$ cat src/lspe_pkg.sv
// ============================================================================
// lspe_pkg
// Shared types, command codes and arithmetic helpers for the LED strip
// pulse encoder.
// ============================================================================
`default_nettype none

package lspe_pkg;

  // Command codes as seen on the input channel
  localparam logic [2:0] CMD_SET   = 3'd0;
  localparam logic [2:0] CMD_FILL  = 3'd1;
  localparam logic [2:0] CMD_CLEAR = 3'd2;
  localparam logic [2:0] CMD_START = 3'd3;
  localparam logic [2:0] CMD_PULSE = 3'd4;
  // Internal op for any code that means nothing
  localparam logic [2:0] OP_NOP    = 3'd7;

  // Register indexes on the configuration port
  localparam logic [1:0] REG_PERIOD = 2'd0;
  localparam logic [1:0] REG_BRIGHT = 2'd1;
  localparam logic [1:0] REG_COUNT  = 2'd2;

  localparam logic [15:0] PERIOD_RST = 16'd89;
  localparam logic [7:0]  BRIGHT_RST = 8'd255;
  localparam logic [8:0]  COUNT_RST  = 9'd256;

  // x / 3 == (x * DIV3_MUL) >> DIV3_SHIFT, exact for x below 2**19
  localparam int          DIV3_SHIFT = 19;
  localparam logic [17:0] DIV3_MUL   = 18'd174763;

  typedef struct packed {
    logic [2:0] command;
    logic [7:0] led_index;
    logic [7:0] red;
    logic [7:0] green;
    logic [7:0] blue;
  } in_item_t;

  typedef struct packed {
    logic [15:0] pulse_width;
    logic        pulse_valid;
    logic        last_pulse;
    logic        busy_res;
    logic        rejected;
  } out_item_t;

  // Classified command as it travels from front to back
  typedef struct packed {
    logic [2:0]  op;
    logic        rej;
    logic [7:0]  idx;
    logic [23:0] grb;
  } cmd_t;

  // x / 255 for x up to 255*255
  function automatic logic [7:0] div255(input logic [15:0] x);
    logic [16:0] y;
    y = 17'(x) + 17'd1 + 17'(x[15:8]);
    return y[15:8];
  endfunction

endpackage

`default_nettype wire

$ cat src/lspe_front.sv
// ============================================================================
// lspe_front
// Input handshake and command classification: decodes the command, packs
// the GRB word and checks the LED index against the count in use.
// ============================================================================
`default_nettype none

module lspe_front import lspe_pkg::*; #(
  parameter int CW = 9
) (
  input  wire logic          start,
  output logic               busy,
  input  wire in_item_t      in_data,
  input  wire logic [CW-1:0] count,
  input  wire logic          q_ready,
  input  wire logic          init_busy,
  output logic               q_push,
  output cmd_t               q_data
);

  logic [2:0] op;

  assign busy   = init_busy || !q_ready;
  assign q_push = start && !busy;

  always_comb begin
    unique case (in_data.command)
      CMD_SET, CMD_FILL, CMD_CLEAR, CMD_START, CMD_PULSE: op = in_data.command;
      default: op = OP_NOP;
    endcase
  end

  always_comb begin
    q_data.op  = op;
    q_data.rej = (op == CMD_SET) &&
                 ({{CW{1'b0}}, in_data.led_index} >= {8'd0, count});
    q_data.idx = in_data.led_index;
    q_data.grb = {in_data.green, in_data.red, in_data.blue};
  end

endmodule

`default_nettype wire

$ cat config.mk
export PLATFORM = sky130hd
export DESIGN_NAME = lspe_front
export DESIGN_NICKNAME = d
export VERILOG_FILES = /design/src/lspe_pkg.sv /design/src/lspe_front.sv
export SDC_FILE = /design/constraint.sdc
export NUM_CORES = 1
export LEC_CHECK = 0
export CORE_ASPECT_RATIO = 1.25
export CORE_MARGIN = 10
export CORE_UTILIZATION = 25
export DETAILED_ROUTE_END_ITERATION = 10
export DONT_BUFFER_PORTS = 1
export GPL_ROUTABILITY_DRIVEN = 0
export GPL_TIMING_DRIVEN = 0
export PLACE_DENSITY = 0.38
export RECOVER_POWER = 100
export SETUP_SLACK_MARGIN = 0.05
export SKIP_LAST_GASP = 1
export SLEW_MARGIN = 10
export SYNTH_ARGS = -nofsm -noshare
export SYNTH_HDL_FRONTEND = slang
export SYNTH_SLANG_ARGS = --single-unit
$ cat constraint.sdc
create_clock -name vclk -period 2.09
set_clock_uncertainty 0.15 [all_clocks]
set_input_delay 0.3135 -clock vclk [all_inputs]
set_output_delay 0.3135 -clock vclk [all_outputs]
set_load 0.005 [all_outputs]
==> flow_summary.json <==
{
  "status": "finished, final reports clean",
  "cap_violations": 0,
  "tns_ns": 0,
  "initial_core_util_pct": 26.82,
  "ys_seq_area_share_pct": 0,
  "rsz0062_at_grt": "no",
  "grt_pass1_vias": 439,
  "wl_met3_um": 308,
  "p_leak_nw": 0.2912,
  "postCtsSetupBuffers": 0,
  "io_pins": 85,
  "hold_slack_ns": 0.5484,
  "drt-initial-drc-count": 3,
  "critPathKind": "in2out",
  "synth_top_area_share_pct": 50.13,
  "drc": 0,
  "fin_ws_ns": 0.3115,
  "vias": 375,
  "ant_nets": 0,
  "dieArea_um2": 4079,
  "cp.arrival_ns": 1.32,
  "die_y_um": 68.95,
  "vias_per_cell": 4.464,
  "setup_viol": 0,
  "wl_met2_um": 759,
  "ys_types": 13,
  "hold_violations": 0,
  "multi_input_area_um2": 201.4,
  "synth_warnings": 0,
  "nFillCells": 208,
  "dr.max_layer_used": "met3",
  "fin_area_um2": 484.2,
  "seq_cells": 0,
  "fin_crit_sh_pct": 85.10,
  "nClkBuffers": 0,
  "final_util_pct": 27.10,
  "overflow": 0,
  "crit_fanout": 2,
  "syn_nets": 120,
  "syn_area_per_cell_um2": 7.372,
  "hp-class": "in2out",
  "synth_top_area_cell": "buf_4",
  "grt_pass1_wl_um": 1925,
  "period_minus_slack_ns": 1.779,
  "slew_headroom_pct": 85.32,
  "drive_above_1_share_pct": 43.08,
  "coreArea_um2": 1787,
  "ctsHoldBuffers": 0,
  "area_growth_pct": 1.044,
  "wl_um": 1537,
  "end_kind": "primary output",
  "seqCellArea_um2": 0,
  "tightest_slew_ns": 0.2181,
  "dr.pass1.iters": 2,
  "critPathLaunchType": "input port",
  "slew_violations": 0,
  "diodes": 0,
  "ir_worst_vdd_mv": 0.04630,
  "place_area_um2": 503.0,
  "power.density_nw_per_um2": 174.9,
  "wl_met1_um": 469,
  "grt_use_total_pct": 5.576,
  "place_ws_ns": 0.2962,
  "cp.required_ns": 1.63,
  "synth_area_leaders": "buf_4, ha_1, inv_1",
  "synthCells": 65,
  "syn_area_um2": 479.2,
  "portBuffers": 0,
  "dp_hpwl_um": 1547,
  "cts_resized": 0,
  "dieWidth_um": 59.16,
  "layout.nets": 122,
  "grt_antenna_before_repair": 0,
  "wl_per_cell_um": 18.30,
  "fmax_ghz": 0.5623,
  "grt_max_degree": 5,
  "num_rows": 17
}
[worst max-delay path, cell delays in order]
cell,delay (ns)
inv_1,0.02
ha_1,0.28
and3_4,0.19
a221o_1,0.32
o21a_1,0.19
[cells in the mapped netlist]
cell type / instances
a21o_1: 4
a21oi_1: 2
a221o_1: 1
and3_4: 1
buf_4: 32
clkbuf_1: 1
ha_1: 8
inv_1: 9
nand2b_1: 2
nand3_1: 2
nor2_1: 1
nor4_1: 1
o21a_1: 1
[per-layer routing]
layer,vias to the layer above,global-route usage (%)
met4,0,0
met3,0,4.205
met1,153,5.840
met2,45,9.342
li1,177,-
met5,-,0
[placed cells by master (no fill, tap or decap)]
master,n
a21o_1,4
a21oi_1,2
a221o_1,1
and3_4,1
clkbuf_1,6
clkbuf_4,27
ha_1,8
inv_1,9
nand2b_1,2
nand3_1,2
nor2_1,1
nor4_1,1
o21a_1,1
[metrics by stage]
| stage | power [mW] | instances |
|---|---|---|
| floorplan | 0.08122 | 65 |
| global placement | 0.09498 | 84 |
| detailed placement | 0.09486 | 84 |
| CTS | 0.09504 | 84 |
| global route | 0.09714 | 84 |
| finish | 0.08468 | 84 |
[final cells by class]
cell class         count  area share (%)
well taps             19           4.910
inverters              9           6.977
multi-input cells     23           41.60
plain buffers         33           46.51
[power by group]
group,internal [mW],switching [mW]
Combinational,0.0508,0.0338
Clock,0,0
Sequential,0,0
Total,0.0508,0.0338
[logic make-up (layout without fill, tap and decap cells)]
group           count (synthesis)  in the layout  share of synthesized area (%)
simple gates                    7              7                          9.138
compound gates                  8              8                          12.01
buf+inv                        42             42                          57.96
fa+ha+maj                       8              8                          20.89
[path summary, 6_finish.rpt]
kind / startpoint / end / slack, ns / cells after the start
setup / recovery: count[7] / q_data[32] / 0.31 / 5
hold / removal: q_ready / busy / 0.55 / 1
Note: power is estimated with default switching activity, not from simulation.
