File: src/lspe_pkg.sv
// ============================================================================
// lspe_pkg
// Shared types, command codes and arithmetic helpers for the LED strip
// pulse encoder.
// ============================================================================
`default_nettype none

package lspe_pkg;

  // Command codes as seen on the input channel
  localparam logic [2:0] CMD_SET   = 3'd0;
  localparam logic [2:0] CMD_FILL  = 3'd1;
  localparam logic [2:0] CMD_CLEAR = 3'd2;
  localparam logic [2:0] CMD_START = 3'd3;
  localparam logic [2:0] CMD_PULSE = 3'd4;
  // Internal op for any code that means nothing
  localparam logic [2:0] OP_NOP    = 3'd7;

  // Register indexes on the configuration port
  localparam logic [1:0] REG_PERIOD = 2'd0;
  localparam logic [1:0] REG_BRIGHT = 2'd1;
  localparam logic [1:0] REG_COUNT  = 2'd2;

  localparam logic [15:0] PERIOD_RST = 16'd89;
  localparam logic [7:0]  BRIGHT_RST = 8'd255;
  localparam logic [8:0]  COUNT_RST  = 9'd256;

  // x / 3 == (x * DIV3_MUL) >> DIV3_SHIFT, exact for x below 2**19
  localparam int          DIV3_SHIFT = 19;
  localparam logic [17:0] DIV3_MUL   = 18'd174763;

  typedef struct packed {
    logic [2:0] command;
    logic [7:0] led_index;
    logic [7:0] red;
    logic [7:0] green;
    logic [7:0] blue;
  } in_item_t;

  typedef struct packed {
    logic [15:0] pulse_width;
    logic        pulse_valid;
    logic        last_pulse;
    logic        busy_res;
    logic        rejected;
  } out_item_t;

  // Classified command as it travels from front to back
  typedef struct packed {
    logic [2:0]  op;
    logic        rej;
    logic [7:0]  idx;
    logic [23:0] grb;
  } cmd_t;

  // x / 255 for x up to 255*255
  function automatic logic [7:0] div255(input logic [15:0] x);
    logic [16:0] y;
    y = 17'(x) + 17'd1 + 17'(x[15:8]);
    return y[15:8];
  endfunction

endpackage

`default_nettype wire

File: src/lspe_queue.sv
// ============================================================================
// lspe_queue
// Two-entry command queue between the front and the back.
// ============================================================================
`default_nettype none

module lspe_queue import lspe_pkg::*; (
  input  wire logic clk,
  input  wire logic rst_n,
  input  wire logic push,
  input  wire cmd_t push_data,
  input  wire logic pop,
  output logic      q_valid,
  output cmd_t      q_data,
  output logic      q_ready
);

  cmd_t       ent_r [2];
  logic       wr_ptr_r, wr_ptr_nxt;
  logic       rd_ptr_r, rd_ptr_nxt;
  logic [1:0] fill_r, fill_nxt;

  assign q_valid = (fill_r != 2'd0);
  assign q_ready = (fill_r != 2'd2);
  assign q_data  = ent_r[rd_ptr_r];

  always_comb begin
    wr_ptr_nxt = push ? !wr_ptr_r : wr_ptr_r;
    rd_ptr_nxt = pop ? !rd_ptr_r : rd_ptr_r;
    fill_nxt   = fill_r + {1'b0, push} - {1'b0, pop};
  end

  always_ff @(posedge clk) begin
    if (!rst_n) begin
      wr_ptr_r <= 1'b0;
      rd_ptr_r <= 1'b0;
      fill_r   <= 2'd0;
    end else begin
      wr_ptr_r <= wr_ptr_nxt;
      rd_ptr_r <= rd_ptr_nxt;
      fill_r   <= fill_nxt;
    end
  end

  always_ff @(posedge clk) begin
    if (push) begin
      ent_r[wr_ptr_r] <= push_data;
    end
  end

endmodule

`default_nettype wire

File: config.mk
export PLATFORM = sky130hd
export DESIGN_NAME = lspe_queue
export DESIGN_NICKNAME = d
export VERILOG_FILES = /design/src/lspe_pkg.sv /design/src/lspe_queue.sv
export SDC_FILE = /design/constraint.sdc
export NUM_CORES = 1
export LEC_CHECK = 0
export BUFFER_PORTS_ARGS = -buffer_cell sky130_fd_sc_hd__buf_2
export CAP_MARGIN = 30
export CORE_AREA = 2 2 92 94
export CTS_CLUSTER_SIZE = 8
export DETAILED_ROUTE_END_ITERATION = 7
export DIE_AREA = 0 0 94 96
export SLEW_MARGIN = 5
export SYNTH_ARGS = -nofsm -noshare
export SYNTH_HDL_FRONTEND = slang
export SYNTH_SLANG_ARGS = --single-unit
File: constraint.sdc
create_clock -name clk -period 2.7 [get_ports clk]
set_clock_uncertainty 0.1 [all_clocks]
set_input_delay 0.405 -clock clk [delete_from_list [all_inputs] [get_ports clk]]
set_output_delay 0.405 -clock clk [all_outputs]
set_load 0.01 [all_outputs]
==> flow_summary.json <==
{
  "die_h_um": 96,
  "yosys_warnings": 0,
  "layout.nets": 262,
  "area_growth_pct": 21.7,
  "place.port_buffers": 77,
  "setup_viol": 0,
  "rows": 33,
  "r2r_end": "fill_r[1]",
  "synth_top_cell_area_share_pct": 72.6,
  "ys_seq_area_share_pct": 76.0,
  "combPwrFrac_pct": 13.3,
  "p_int_mw": 1.88,
  "synthesis.area_sq_mm": 0.00298,
  "period_minus_slack_ns": 2.18,
  "die_w_um": 94,
  "regToRegSetupSlack_ns": 1.21,
  "cts_buffers": 9,
  "initial_utilization_pct": 37.0,
  "grt_pass1_vias": 1439,
  "rsz0062_at_grt": "false",
  "slowest_delay_ns": 0.55,
  "clk_latency_ns": 0.33,
  "fin_setup_tns_ns": 0,
  "drv_slew": 0,
  "preCtsSetupSlack_ns": 0.859,
  "grt_pass1_wl_um": 7220,
  "ys_seq_elements": 77,
  "clockRootBuffer": "clkbuf_8",
  "route.detailed.drc": 0,
  "total_power_mw": 2.43,
  "cp-start-kind": "register",
  "critPathKind": "register to output port",
  "swShare_pct": 22.6,
  "post-dp-hpwl_um": 3160,
  "fin_hold_ws_ns": 0.158,
  "clkPwrFrac_pct": 28.8,
  "final_cell_mix": "buf_2 (77), edfxtp_1 (72), mux2_4 (30)",
  "worst_hold_path.endpoint": "ent_r[1][22]",
  "hold_viol": 0,
  "status": "complete, no violations",
  "antenna_cells": 0,
  "path_cells": "buf_12 -> mux2_2 -> buf_2",
  "cts.clk_slew.worst_paths_ns": 0.08,
  "max_freq_ghz": 0.458,
  "reg2reg_from": "fill_r[0]",
  "grt.overflow.total": 0,
  "syn_nets": 175,
  "vias": 1432,
  "cts_hold_buf": 0,
  "design_area_sq_mm": 0.00362,
  "peakVddDrop_uv": 268,
  "hold_depth": 1,
  "yosys.cell_types.count": 15,
  "hp-start": "push_data[22]",
  "p_switching_mw": 0.548,
  "gp_congestion": 0.716,
  "avgSynthCellArea_sq_um": 22.4,
  "synthCells": 133,
  "vias_per_cell": 4.35,
  "worst_path_max_delay_cell": "dfxtp_2",
  "drt-total-wl_um": 4730,
  "antenna_found_initial": 0,
  "io_pins": 78,
  "relSlewSlack_pct": 66.6,
  "grt_max_degree": 37,
  "power_frac_seq_pct": 57.9,
  "first_pass_iters": 3,
  "die_area_sq_mm": 0.00902,
  "tightest_slew_ns": 0.501,
  "drt_iter0_markers": 91,
  "h-tree-depth": 3,
  "layout_commonest_cell": "buf_2",
  "place_inst": 314,
  "post_cts_buffers": 0,
  "avgRoutedWirePerCell_um": 14.4,
  "crit_buf_inv": 2,
  "cts_resized": 0,
  "design.core.area_sq_mm": 0.00805,
  "fin_cells": 329,
  "synth_top_cell_by_area": "edfxtp_1",
  "fin_util_pct": 45.0,
  "critPathTopFamily": "flip-flops",
  "dpl_cell_area_sq_mm": 0.00347,
  "setup_ws_ns": 0.518,
  "cp.required_ns": 2.19,
  "cp_max_fo": 27,
  "drive_above_1_share_pct": 58.9,
  "maxCapViolCount": 0,
  "gr-usage-all-layers_pct": 11.1,
  "cp.arrival_ns": 1.68,
  "reg2regPathDepth": 6,
  "finalCritPeriodShare_pct": 80.8,
  "p_per_area_mw_per_mm2": 670,
  "p_leak_nw": 1.44,
  "clockBufferDepth": 2,
  "synth_area_leaders": "edfxtp_1 (73%), mux2_4 (15%), dfxtp_1 (3.4%)",
  "min_path_type": "primary input to register",
  "cp-end-kind": "output port",
  "cts_tree": "built",
  "cts_num_sinks": 77,
  "antenna_left": 0
}
==> power groups by stage <==
stage                     Sequential (mW)  Clock, mW  Combinational, mW
after floorplan                      1.42          0              0.228
after global placement               1.43          0              0.326
after detailed placement             1.43          0              0.329
after CTS                            1.41      0.723              0.331
after global routing                 1.41      0.776              0.352
final                                1.41      0.699              0.322
==> registers in the layout (all words and copies together) (netlist names), named ones only <==
register	count
ent_r	72
fill_r	2
wr_ptr_r	1
rd_ptr_r	1
==> worst max path at each step <==
stage	end	slack, ns	depth (start not counted)
2_1_floorplan	ent_r[0][0]	0.11	1
3_3_place_gp	q_data[3]	0.89	3
3_5_place_dp	q_data[35]	0.86	3
4_1_cts	q_data[35]	0.49	3
5_1_grt	q_data[35]	0.44	3
6_report	q_data[35]	0.52	3
==> cells by family (layout without fill, tap and decap cells) <==
logic type | after synthesis | after routing | share of synthesized area [%]
AO/OA/AOI/OAI | 1 | 1 | 0.252
XOR/XNOR | 2 | 2 | 1.05
adder cells (fa/ha/maj) | 2 | 2 | 0.841
buffers and inverters | 6 | 97 | 2.65
flip-flops | 77 | 77 | 76.0
multiplexers | 36 | 36 | 17.4
AND/OR/NAND/NOR | 9 | 9 | 1.81
==> layout make-up <==
| type | count | area, sq um |
|---|---|---|
| flip-flops and latches | 77 | 2260 |
| clock buffers | 10 | 128 |
| multi-input cells | 50 | 644 |
| well taps | 105 | 131 |
| repair buffers | 80 | 420 |
| inverters | 2 | 7.51 |
| fillers | 753 | 4430 |
| clock inverters | 5 | 28.8 |
==> synthesized netlist by cell type <==
master and instances:
and2_1 4, buf_12 3, buf_6 1, dfxtp_1 5, edfxtp_1 72, ha_1 2
inv_1 2, mux2_2 6, mux2_4 30, nand2_1 1, nor2b_1 3, o21a_1 1
or2_2 1, xnor3_1 1, xor2_1 1
==> metal layers <==
metal	part of all wire (%)	GRT usage (%)	vias up
met3	5.6	2.82	8
met1	42	13.9	693
li1	-	-	684
met2	49	17.7	47
met4	2.5	6.16	0
met5	0	0	-
==> worst reg2reg max path, delay by kind of cell (launching register included) <==
family                     cells  cell delay [ns]
buffers and inverters          2             0.12
and+or+nand+nor                1             0.12
DFF                            1             0.32
xor gates and xnor gates       1             0.37
adders and majority gates      2             0.39
Power figures use the tool's default switching activity.
